<file path="src/rtl/assert_macros.svh">
// Assertion macros for the RTL, included by the controller.
`ifndef ASSERT_MACROS_SVH
`define ASSERT_MACROS_SVH

// Expression must hold at every clock edge outside reset.
`define ASSERT_ALWAYS(lbl, clk, rst_n, expr) \
    lbl: assert property (@(posedge clk) disable iff (!(rst_n)) (expr)) \
        else $error("assertion failed");

// Same-cycle implication.
`define ASSERT_IMPL(lbl, clk, rst_n, ante, cons) \
    lbl: assert property (@(posedge clk) disable iff (!(rst_n)) (ante) |-> (cons)) \
        else $error("assertion failed");

// Next-cycle implication.
`define ASSERT_NEXT(lbl, clk, rst_n, ante, cons) \
    lbl: assert property (@(posedge clk) disable iff (!(rst_n)) (ante) |=> (cons)) \
        else $error("assertion failed");

`endif

</file>
<file path="src/rtl/sbsh_pkg.sv">
// Shared types, constants and tables of the SHA-256 byte stream hasher.
package sbsh_pkg;

    localparam logic [5:0] ROUND_LAST     = 6'd63;
    localparam logic [5:0] FILL_LAST      = 6'd63;
    localparam logic [5:0] FILL_LEN_START = 6'd56;
    localparam logic [2:0] WORD_LAST      = 3'd7;
    localparam logic [7:0] PAD_BYTE       = 8'h80;
    localparam logic       CMD_ABSORB     = 1'b0;
    localparam logic       CMD_FINALIZE   = 1'b1;

    typedef enum logic [2:0] {
        ST_IDLE,
        ST_PAD,
        ST_ROUND,
        ST_UPDATE,
        ST_EMIT
    } t_state;

    typedef enum logic [1:0] {
        BK_DATA,
        BK_PAD80,
        BK_ZERO,
        BK_LEN
    } t_byte_kind;

    typedef struct packed {
        logic       load_byte;
        t_byte_kind byte_kind;
        logic       latch_len;
        logic       init_work;
        logic       do_round;
        logic [5:0] round_idx;
        logic       add_hash;
        logic [2:0] emit_idx;
        logic       reset_msg;
    } t_dp_cmd;

    typedef struct packed {
        logic [5:0] fill;
    } t_dp_status;

    function automatic logic [31:0] ror32(logic [31:0] v, int unsigned n);
        return (v >> n) | (v << (32 - n));
    endfunction

    function automatic logic [31:0] init_hash(logic [2:0] idx);
        logic [31:0] h;
        case (idx)
            3'd0: h = 32'h6a09e667;
            3'd1: h = 32'hbb67ae85;
            3'd2: h = 32'h3c6ef372;
            3'd3: h = 32'ha54ff53a;
            3'd4: h = 32'h510e527f;
            3'd5: h = 32'h9b05688c;
            3'd6: h = 32'h1f83d9ab;
            default: h = 32'h5be0cd19;
        endcase
        return h;
    endfunction

    function automatic logic [31:0] round_k(logic [5:0] idx);
        logic [31:0] k;
        case (idx)
            6'd0:  k = 32'h428a2f98;  6'd1:  k = 32'h71374491;
            6'd2:  k = 32'hb5c0fbcf;  6'd3:  k = 32'he9b5dba5;
            6'd4:  k = 32'h3956c25b;  6'd5:  k = 32'h59f111f1;
            6'd6:  k = 32'h923f82a4;  6'd7:  k = 32'hab1c5ed5;
            6'd8:  k = 32'hd807aa98;  6'd9:  k = 32'h12835b01;
            6'd10: k = 32'h243185be;  6'd11: k = 32'h550c7dc3;
            6'd12: k = 32'h72be5d74;  6'd13: k = 32'h80deb1fe;
            6'd14: k = 32'h9bdc06a7;  6'd15: k = 32'hc19bf174;
            6'd16: k = 32'he49b69c1;  6'd17: k = 32'hefbe4786;
            6'd18: k = 32'h0fc19dc6;  6'd19: k = 32'h240ca1cc;
            6'd20: k = 32'h2de92c6f;  6'd21: k = 32'h4a7484aa;
            6'd22: k = 32'h5cb0a9dc;  6'd23: k = 32'h76f988da;
            6'd24: k = 32'h983e5152;  6'd25: k = 32'ha831c66d;
            6'd26: k = 32'hb00327c8;  6'd27: k = 32'hbf597fc7;
            6'd28: k = 32'hc6e00bf3;  6'd29: k = 32'hd5a79147;
            6'd30: k = 32'h06ca6351;  6'd31: k = 32'h14292967;
            6'd32: k = 32'h27b70a85;  6'd33: k = 32'h2e1b2138;
            6'd34: k = 32'h4d2c6dfc;  6'd35: k = 32'h53380d13;
            6'd36: k = 32'h650a7354;  6'd37: k = 32'h766a0abb;
            6'd38: k = 32'h81c2c92e;  6'd39: k = 32'h92722c85;
            6'd40: k = 32'ha2bfe8a1;  6'd41: k = 32'ha81a664b;
            6'd42: k = 32'hc24b8b70;  6'd43: k = 32'hc76c51a3;
            6'd44: k = 32'hd192e819;  6'd45: k = 32'hd6990624;
            6'd46: k = 32'hf40e3585;  6'd47: k = 32'h106aa070;
            6'd48: k = 32'h19a4c116;  6'd49: k = 32'h1e376c08;
            6'd50: k = 32'h2748774c;  6'd51: k = 32'h34b0bcb5;
            6'd52: k = 32'h391c0cb3;  6'd53: k = 32'h4ed8aa4a;
            6'd54: k = 32'h5b9cca4f;  6'd55: k = 32'h682e6ff3;
            6'd56: k = 32'h748f82ee;  6'd57: k = 32'h78a5636f;
            6'd58: k = 32'h84c87814;  6'd59: k = 32'h8cc70208;
            6'd60: k = 32'h90befffa;  6'd61: k = 32'ha4506ceb;
            6'd62: k = 32'hbef9a3f7;
            default: k = 32'hc67178f2;
        endcase
        return k;
    endfunction

endpackage

</file>
<file path="src/rtl/sbsh_datapath.sv">
// Datapath: block word packing, schedule window, round logic, hash words.
module sbsh_datapath
    import sbsh_pkg::*;
(
    input  logic        i_clk,
    input  logic        i_rst_n,
    input  logic [7:0]  i_data_byte,
    input  t_dp_cmd     i_cmd,
    output t_dp_status  o_status,
    output logic [31:0] o_digest_word
);

    logic [23:0] r_acc;
    logic [31:0] r_win [16];
    logic [31:0] r_wv  [8];
    logic [31:0] r_hash[8];
    logic [5:0]  r_fill;
    logic [63:0] r_bit_len;
    logic [63:0] r_len;

    logic [7:0]  byte_val;
    logic [31:0] sched_new;
    logic [31:0] t1;
    logic [31:0] t2;
    logic [31:0] big_s0;
    logic [31:0] big_s1;
    logic [31:0] sm_s0;
    logic [31:0] sm_s1;
    logic [31:0] ch;
    logic [31:0] maj;

    always_comb begin
        case (i_cmd.byte_kind)
            BK_DATA:  byte_val = i_data_byte;
            BK_PAD80: byte_val = PAD_BYTE;
            BK_LEN:   byte_val = r_len[63:56];
            default:  byte_val = 8'h00;
        endcase
    end

    // window holds w[t]..w[t+15], oldest at index 0
    always_comb begin
        sm_s0     = ror32(r_win[1], 7) ^ ror32(r_win[1], 18) ^ (r_win[1] >> 3);
        sm_s1     = ror32(r_win[14], 17) ^ ror32(r_win[14], 19) ^ (r_win[14] >> 10);
        sched_new = sm_s1 + r_win[9] + sm_s0 + r_win[0];
        big_s1    = ror32(r_wv[4], 6) ^ ror32(r_wv[4], 11) ^ ror32(r_wv[4], 25);
        big_s0    = ror32(r_wv[0], 2) ^ ror32(r_wv[0], 13) ^ ror32(r_wv[0], 22);
        ch        = (r_wv[4] & r_wv[5]) ^ (~r_wv[4] & r_wv[6]);
        maj       = (r_wv[0] & r_wv[1]) ^ (r_wv[0] & r_wv[2]) ^ (r_wv[1] & r_wv[2]);
        t1        = r_wv[7] + big_s1 + ch + round_k(i_cmd.round_idx) + r_win[0];
        t2        = big_s0 + maj;
    end

    // byte packing, schedule window and length shift register, no reset needed
    always_ff @(posedge i_clk) begin
        if (i_cmd.load_byte) begin
            r_acc <= {r_acc[15:0], byte_val};
            if (r_fill[1:0] == 2'd3) begin
                for (int i = 0; i < 15; i++) begin
                    r_win[i] <= r_win[i + 1];
                end
                r_win[15] <= {r_acc, byte_val};
            end
        end else if (i_cmd.do_round) begin
            for (int i = 0; i < 15; i++) begin
                r_win[i] <= r_win[i + 1];
            end
            r_win[15] <= sched_new;
        end
        if (i_cmd.latch_len) begin
            r_len <= r_bit_len;
        end else if (i_cmd.load_byte && (i_cmd.byte_kind == BK_LEN)) begin
            r_len <= {r_len[55:0], 8'h00};
        end
    end

    always_ff @(posedge i_clk) begin
        if (!i_rst_n) begin
            r_fill    <= '0;
            r_bit_len <= '0;
            for (int i = 0; i < 8; i++) begin
                r_hash[i] <= init_hash(3'(i));
                r_wv[i]   <= '0;
            end
        end else begin
            if (i_cmd.load_byte) begin
                r_fill <= r_fill + 6'd1;
                if (i_cmd.byte_kind == BK_DATA) begin
                    r_bit_len <= r_bit_len + 64'd8;
                end
            end
            if (i_cmd.init_work) begin
                for (int i = 0; i < 8; i++) begin
                    r_wv[i] <= r_hash[i];
                end
            end else if (i_cmd.do_round) begin
                r_wv[7] <= r_wv[6];
                r_wv[6] <= r_wv[5];
                r_wv[5] <= r_wv[4];
                r_wv[4] <= r_wv[3] + t1;
                r_wv[3] <= r_wv[2];
                r_wv[2] <= r_wv[1];
                r_wv[1] <= r_wv[0];
                r_wv[0] <= t1 + t2;
            end
            if (i_cmd.add_hash) begin
                for (int i = 0; i < 8; i++) begin
                    r_hash[i] <= r_hash[i] + r_wv[i];
                end
            end else if (i_cmd.reset_msg) begin
                r_bit_len <= '0;
                r_fill    <= '0;
                for (int i = 0; i < 8; i++) begin
                    r_hash[i] <= init_hash(3'(i));
                end
            end
        end
    end

    assign o_status.fill = r_fill;
    assign o_digest_word = r_hash[i_cmd.emit_idx];

endmodule

</file>
<file path="src/rtl/sbsh_ctrl.sv">
// Controller: sequences byte loads, padding, rounds, hash update and digest output.
`include "assert_macros.svh"

module sbsh_ctrl
    import sbsh_pkg::*;
(
    input  logic       i_clk,
    input  logic       i_rst_n,
    input  logic       i_s_tvalid,
    input  logic       i_s_cmd,
    input  logic       i_m_tready,
    input  t_dp_status i_status,
    output logic       o_s_tready,
    output logic       o_m_tvalid,
    output logic       o_m_tlast,
    output t_dp_cmd    o_cmd
);

    t_state     r_state, n_state;
    logic [5:0] r_round, n_round;
    logic [2:0] r_emit_idx, n_emit_idx;
    logic       r_pad, n_pad;
    logic       r_first, n_first;
    logic       r_len_ok, n_len_ok;
    logic       r_final, n_final;

    logic       s_accept;
    logic       m_accept;
    logic       fill_full;
    t_byte_kind pad_kind;

    assign s_accept  = i_s_tvalid && o_s_tready;
    assign m_accept  = o_m_tvalid && i_m_tready;
    assign fill_full = (i_status.fill == FILL_LAST);

    // length bytes only go in once the 0x80 marker sits in a block with room for them
    always_comb begin
        if (r_first) begin
            pad_kind = BK_PAD80;
        end else if (r_len_ok && (i_status.fill >= FILL_LEN_START)) begin
            pad_kind = BK_LEN;
        end else begin
            pad_kind = BK_ZERO;
        end
    end

    always_comb begin
        n_state = r_state;
        case (r_state)
            ST_IDLE: begin
                if (s_accept) begin
                    if (i_s_cmd == CMD_FINALIZE) begin
                        n_state = ST_PAD;
                    end else if (fill_full) begin
                        n_state = ST_ROUND;
                    end
                end
            end
            ST_PAD: begin
                if (fill_full) begin
                    n_state = ST_ROUND;
                end
            end
            ST_ROUND: begin
                if (r_round == ROUND_LAST) begin
                    n_state = ST_UPDATE;
                end
            end
            ST_UPDATE: begin
                if (r_final) begin
                    n_state = ST_EMIT;
                end else if (r_pad) begin
                    n_state = ST_PAD;
                end else begin
                    n_state = ST_IDLE;
                end
            end
            ST_EMIT: begin
                if (m_accept && (r_emit_idx == WORD_LAST)) begin
                    n_state = ST_IDLE;
                end
            end
            default: n_state = ST_IDLE;
        endcase
    end

    always_comb begin
        o_cmd           = '0;
        o_cmd.round_idx = r_round;
        o_cmd.emit_idx  = r_emit_idx;
        o_s_tready      = 1'b0;
        o_m_tvalid      = 1'b0;
        o_m_tlast       = 1'b0;
        case (r_state)
            ST_IDLE: begin
                o_s_tready = 1'b1;
                if (s_accept) begin
                    if (i_s_cmd == CMD_FINALIZE) begin
                        o_cmd.latch_len = 1'b1;
                    end else begin
                        o_cmd.load_byte = 1'b1;
                        o_cmd.byte_kind = BK_DATA;
                        o_cmd.init_work = fill_full;
                    end
                end
            end
            ST_PAD: begin
                o_cmd.load_byte = 1'b1;
                o_cmd.byte_kind = pad_kind;
                o_cmd.init_work = fill_full;
            end
            ST_ROUND: begin
                o_cmd.do_round = 1'b1;
            end
            ST_UPDATE: begin
                o_cmd.add_hash = 1'b1;
            end
            ST_EMIT: begin
                o_m_tvalid      = 1'b1;
                o_m_tlast       = (r_emit_idx == WORD_LAST);
                o_cmd.reset_msg = m_accept && (r_emit_idx == WORD_LAST);
            end
            default: ;
        endcase
    end

    always_comb begin
        n_round    = r_round;
        n_emit_idx = r_emit_idx;
        n_pad      = r_pad;
        n_first    = r_first;
        n_len_ok   = r_len_ok;
        n_final    = r_final;
        case (r_state)
            ST_IDLE: begin
                if (s_accept && (i_s_cmd == CMD_FINALIZE)) begin
                    n_pad    = 1'b1;
                    n_first  = 1'b1;
                    n_len_ok = 1'b0;
                    n_final  = 1'b0;
                end
            end
            ST_PAD: begin
                n_first = 1'b0;
                if (r_first && (i_status.fill < FILL_LEN_START)) begin
                    n_len_ok = 1'b1;
                end
                if ((pad_kind == BK_LEN) && fill_full) begin
                    n_final = 1'b1;
                end
            end
            ST_ROUND: begin
                n_round = r_round + 6'd1;
            end
            ST_UPDATE: begin
                if (r_pad) begin
                    n_len_ok = 1'b1;
                end
            end
            ST_EMIT: begin
                if (m_accept) begin
                    n_emit_idx = r_emit_idx + 3'd1;
                    if (r_emit_idx == WORD_LAST) begin
                        n_pad   = 1'b0;
                        n_final = 1'b0;
                    end
                end
            end
            default: ;
        endcase
    end

    always_ff @(posedge i_clk) begin
        if (!i_rst_n) begin
            r_state    <= ST_IDLE;
            r_round    <= '0;
            r_emit_idx <= '0;
            r_pad      <= 1'b0;
            r_first    <= 1'b0;
            r_len_ok   <= 1'b0;
            r_final    <= 1'b0;
        end else begin
            r_state    <= n_state;
            r_round    <= n_round;
            r_emit_idx <= n_emit_idx;
            r_pad      <= n_pad;
            r_first    <= n_first;
            r_len_ok   <= n_len_ok;
            r_final    <= n_final;
        end
    end

    `ASSERT_ALWAYS(a_no_in_during_out, i_clk, i_rst_n, !(o_s_tready && o_m_tvalid))
    `ASSERT_IMPL(a_update_after_last_round, i_clk, i_rst_n, r_state == ST_UPDATE,
                 $past(r_state) == ST_ROUND && $past(r_round) == ROUND_LAST)
    `ASSERT_IMPL(a_emit_block_empty, i_clk, i_rst_n, o_m_tvalid, i_status.fill == '0)
    `ASSERT_NEXT(a_ready_after_digest, i_clk, i_rst_n, m_accept && o_m_tlast,
                 o_s_tready && !r_pad)

endmodule

</file>
<file path="src/rtl/sha256_byte_stream_hasher_core.sv">
// Top level of the SHA-256 byte stream hasher.
// SHA-256 over a byte stream. Each input word carries one message byte (tuser low) or a
// finalize request (tuser high). Bytes are taken one per cycle; the 64th byte of a block
// starts the compression, which runs one round per cycle through a single round unit,
// followed by the hash update, and input stalls through the rounds and the update of each
// block. Finalize pads serially through the same byte path, one pad byte per cycle up to
// the block end, then one or two compressions, and then presents the eight digest words,
// most significant first, with tlast on the eighth; no input is taken until the last word
// is accepted. After that the initial hash is reloaded and the length counter cleared for
// the next message.
module sha256_byte_stream_hasher_core
    import sbsh_pkg::*;
(
    input  logic        i_clk,
    input  logic        i_rst_n,
    input  logic        i_s_tvalid,
    output logic        o_s_tready,
    input  logic [7:0]  i_s_tdata,   // [7:0] data_byte
    input  logic [0:0]  i_s_tuser,   // [0] cmd
    output logic        o_m_tvalid,
    input  logic        i_m_tready,
    output logic [31:0] o_m_tdata,   // [31:0] digest_word
    output logic [2:0]  o_m_tuser,   // [2:0] word_index
    output logic        o_m_tlast
);

    t_dp_cmd    cmd;
    t_dp_status status;

    sbsh_ctrl u_ctrl (
        .i_clk      (i_clk),
        .i_rst_n    (i_rst_n),
        .i_s_tvalid (i_s_tvalid),
        .i_s_cmd    (i_s_tuser[0]),
        .i_m_tready (i_m_tready),
        .i_status   (status),
        .o_s_tready (o_s_tready),
        .o_m_tvalid (o_m_tvalid),
        .o_m_tlast  (o_m_tlast),
        .o_cmd      (cmd)
    );

    sbsh_datapath u_datapath (
        .i_clk         (i_clk),
        .i_rst_n       (i_rst_n),
        .i_data_byte   (i_s_tdata),
        .i_cmd         (cmd),
        .o_status      (status),
        .o_digest_word (o_m_tdata)
    );

    assign o_m_tuser = cmd.emit_idx;

endmodule
</file>
<file path="config.mk">
export PLATFORM = sky130hd
export DESIGN_NAME = sha256_byte_stream_hasher_core
export DESIGN_NICKNAME = d
export VERILOG_FILES = /design/src/rtl/sbsh_pkg.sv /design/src/rtl/sbsh_datapath.sv /design/src/rtl/sbsh_ctrl.sv /design/src/rtl/sha256_byte_stream_hasher_core.sv
export VERILOG_INCLUDE_DIRS = /design/src /design/src/rtl
export SDC_FILE = /design/constraint.sdc
export NUM_CORES = 2
export LEC_CHECK = 0
export BUFFER_PORTS_ARGS = -buffer_cell sky130_fd_sc_hd__buf_2
export CAP_MARGIN = 20
export CORE_MARGIN = 4
export CORE_UTILIZATION = 46
export CTS_BUF_LIST = sky130_fd_sc_hd__clkbuf_8
export CTS_CLUSTER_SIZE = 16
export DETAILED_ROUTE_END_ITERATION = 12
export SKIP_CTS_REPAIR_TIMING = 1
export SYNTH_ARGS = -nofsm -noshare
export SYNTH_HDL_FRONTEND = slang
export SYNTH_SLANG_ARGS = --single-unit
</file>
<file path="constraint.sdc">
create_clock -name i_clk -period 23.6 [get_ports i_clk]
set_clock_uncertainty 0.05 [all_clocks]
set_input_delay 3.54 -clock i_clk [delete_from_list [all_inputs] [get_ports i_clk]]
set_output_delay 3.54 -clock i_clk [all_outputs]
set_load 0.02 [all_outputs]
</file>
==> metrics.yaml <==
status: "complete, no violations"
crit_type: "flip-flop to flip-flop"
start_kind: "flip-flop"
final.setup.worst_slack_ns: 15.40
ys_seq_elements: 1227
setup_tns_ns: 0
grt_pass1_wl_mm: 328.9
powerDensity_mw_per_mm2: 68.19
netlist_area_mm2: 0.07232
hold_violations: 0
detail-route-antenna-nets: 0
gp_congestion: 0.9502
fp.dieW_um: 404.5
drive_gt1_share_pct: 8.855
cts-htree-levels: 4
drt_pass1_iterations: 7
worst_pin_slew_ns: 1.169
finalMaxSlewViolations: 0
synth-async-reset-ratio_pct: 0
fillers: 14030
cts.sinks: 1227
wirelength_mm: 224.1
rsz0062_at_grt: "no"
synthFlopType: "edfxtp_1"
slowest_delay_ns: 0.79
grtUsageTotal_pct: 26.92
max_cap_violations: 0
fmax_mhz: 122.0
drt-initial-drc-count: 5195
cts-root-buf: "clkbuf_8"
drc: 0
dp_hpwl_mm: 162.3
via_per_inst: 5.920
synth_edf_count: 917
slew_headroom_pct: 22.07
die-area_mm2: 0.1636
crit_slowest_cell: "edfxtp_1"
arrival_ns: 8.86
grt_pass1_vias: 49990
wire_per_inst_um: 25.25
yosys_warnings: 0
coreArea_mm2: 0.1562
cpMostUsedCell: "a21o_1"
hp-class: "flip-flop to flip-flop"
initial_utilization_pct: 46.30
setup_viol: 0
min_period_ns: 8.199
gr-total-overflow: 0
p_leak_nw: 30.75
fp-row-count: 145
numPortBuffers: 50
ir_worst_vdd_v: 0.00005650
vias: 52550
place_ws_ns: 13.99
antenna_found_initial: 10
cts_tree: "yes"
pin_count: 51
avgSynthCellArea_um2: 10.92
cts_buffer_depth: 3
ys_seq_area_share_pct: 46.66
cp-end-kind: "flip-flop"
ys_types: 103
clk_transition_reported_paths_ns: 0.06
dieHeight_um: 404.5
syn2layout_area_growth_pct: 9.015
synth.net_count: 7225
clk_latency_ns: 1.03
path_max_fanout: 6
grt_max_degree: 169
critPathRequiredTime_ns: 24.26
period_share_pct: 34.74
cts_buffers: 210
nets: 7231
synth_cells: 6623
flip-flops by register name, indices dropped and copies added, names as in the netlist, named ones only:
| signal | flops |
|---|---|
| u_datapath.o_status | 6 |
| u_datapath.r_len | 61 |
| u_datapath.r_bit_len | 61 |
| u_ctrl.r_pad | 1 |
| u_datapath.r_acc | 24 |
| u_ctrl.r_len_ok | 1 |
| u_ctrl.r_emit_idx | 3 |
| u_ctrl.r_first | 1 |
| u_datapath.r_wv | 256 |
| u_datapath.r_hash | 256 |
| u_ctrl.r_final | 1 |
| u_ctrl.r_state | 3 |
| u_datapath.r_win | 512 |
| u_ctrl.r_round | 6 |
through the flow:
step | area (um2) | hold slack, ns | cells | util, % | power, mW
finish | 78840 | 0.3152 | 8876 | 50.47 | 5.376
CTS | 78770 | 0.3118 | 8866 | 50.42 | 5.413
global route | 78830 | 0.3252 | 8870 | 50.46 | 5.635
detailed placement | 74520 | 0.3545 | 8473 | 47.71 | 3.466
global placement | 74510 | 0.3502 | 8472 | 47.70 | 3.457
floorplan | 72320 | 0.3503 | 6623 | - | 3.185
worst max-delay path: cells and delay by family (launching register included):
family                   cells  cell delay [ns]
buffers and inverters        3             0.15
flip-flops                   1             0.79
AND/OR/NAND/NOR              1             0.26
adder cells (fa/ha/maj)      6             2.66
multiplexers                 1             0.26
XOR/XNOR                     3             0.53
AO/OA/AOI/OAI               17             3.23
cells in the mapped netlist (101+ instances only):
| cell | number | share of area, % |
|---|---|---|
| edfxtp_1 | 917 | 38 |
| nand2_1 | 484 | 2.5 |
| a21oi_1 | 459 | 3.2 |
| inv_1 | 441 | 2.3 |
| nor2_1 | 435 | 2.3 |
| ha_1 | 394 | 6.8 |
| xnor2_1 | 376 | 4.6 |
| dfxtp_1 | 310 | 8.6 |
| clkbuf_1 | 266 | 1.4 |
| o21ai_0 | 257 | 1.8 |
| xor2_1 | 256 | 3.1 |
| a21o_1 | 247 | 2.6 |
| fa_1 | 195 | 5.4 |
| a22o_1 | 144 | 1.7 |
| a211oi_1 | 121 | 1.3 |
| nand3_1 | 104 | 0.72 |
| o21ai_1 | 101 | 0.70 |
where the power goes:
group          leakage [nW]  internal (mW)  switching, mW
clock network          2.38          0.970          0.963
registers              11.0           2.34         0.0380
logic                  17.4          0.425          0.643
total                  30.8           3.73           1.64
layout by cell type, fill, tap and decap left out, drive strengths merged, types with 144 or more instances in the layout:
master  instances
edfxtp        917
inv           517
nand2         485
a21oi         460
nor2          436
ha            394
xnor2         376
o21ai         358
dfxtp         310
xor2          256
a21o          247
clkbuf        229
fa            195
a22o          144
area by class of cell:
type | instances | area (um2) | share of cell area, %
well taps | 2058 | 2575 | 3.266
inverters | 446 | 1678 | 2.128
clock inverters | 164 | 1092 | 1.385
multi-input cells | 4632 | 35780 | 45.38
flip-flops and latches | 1227 | 33750 | 42.81
repair buffers | 112 | 793.3 | 1.006
clock buffers | 229 | 3152 | 3.998
diodes | 8 | 20.02 | 0.02539
routing by layer:
metal  vias to the layer above  GRT usage, %  share of wire, %
met3                       363         5.089               8.1
met4                         4         10.09               4.0
met2                      2138         39.77                43
li1                      24040             -                 -
met1                     26010         39.33                45
met5                         -             0            0.0067
cells by family (layout without fill, tap and decap cells):
family          count (synthesis)  count (layout)  synth area share [%]
simple gates                 1434            1434                 9.090
fa+ha+maj                     612             612                 12.53
buf+inv                       764             951                 4.009
flops                        1227            1227                 46.66
mux                           237             237                 4.555
xor+xnor                      632             632                 7.654
compound gates               1717            1717                 15.50
other cells                     0               8                     0
path summary, 6_finish.rpt:
| check | startpoint | to | slack [ns] | cells past startpoint |
|---|---|---|---|---|
| setup / recovery | u_datapath.r_wv[1][5] | u_datapath.r_wv[0][31] | 15.40 | 31 |
| hold / removal | u_datapath.r_win[0][344] | u_datapath.r_win[0][312] | 0.32 | 0 |
| setup reg to reg | u_datapath.r_wv[1][5] | u_datapath.r_wv[0][31] | 15.40 | 31 |
| hold reg to reg | u_datapath.r_win[0][344] | u_datapath.r_win[0][312] | 0.32 | 0 |
No activity file was read; power rests on OpenSTA's default activity.
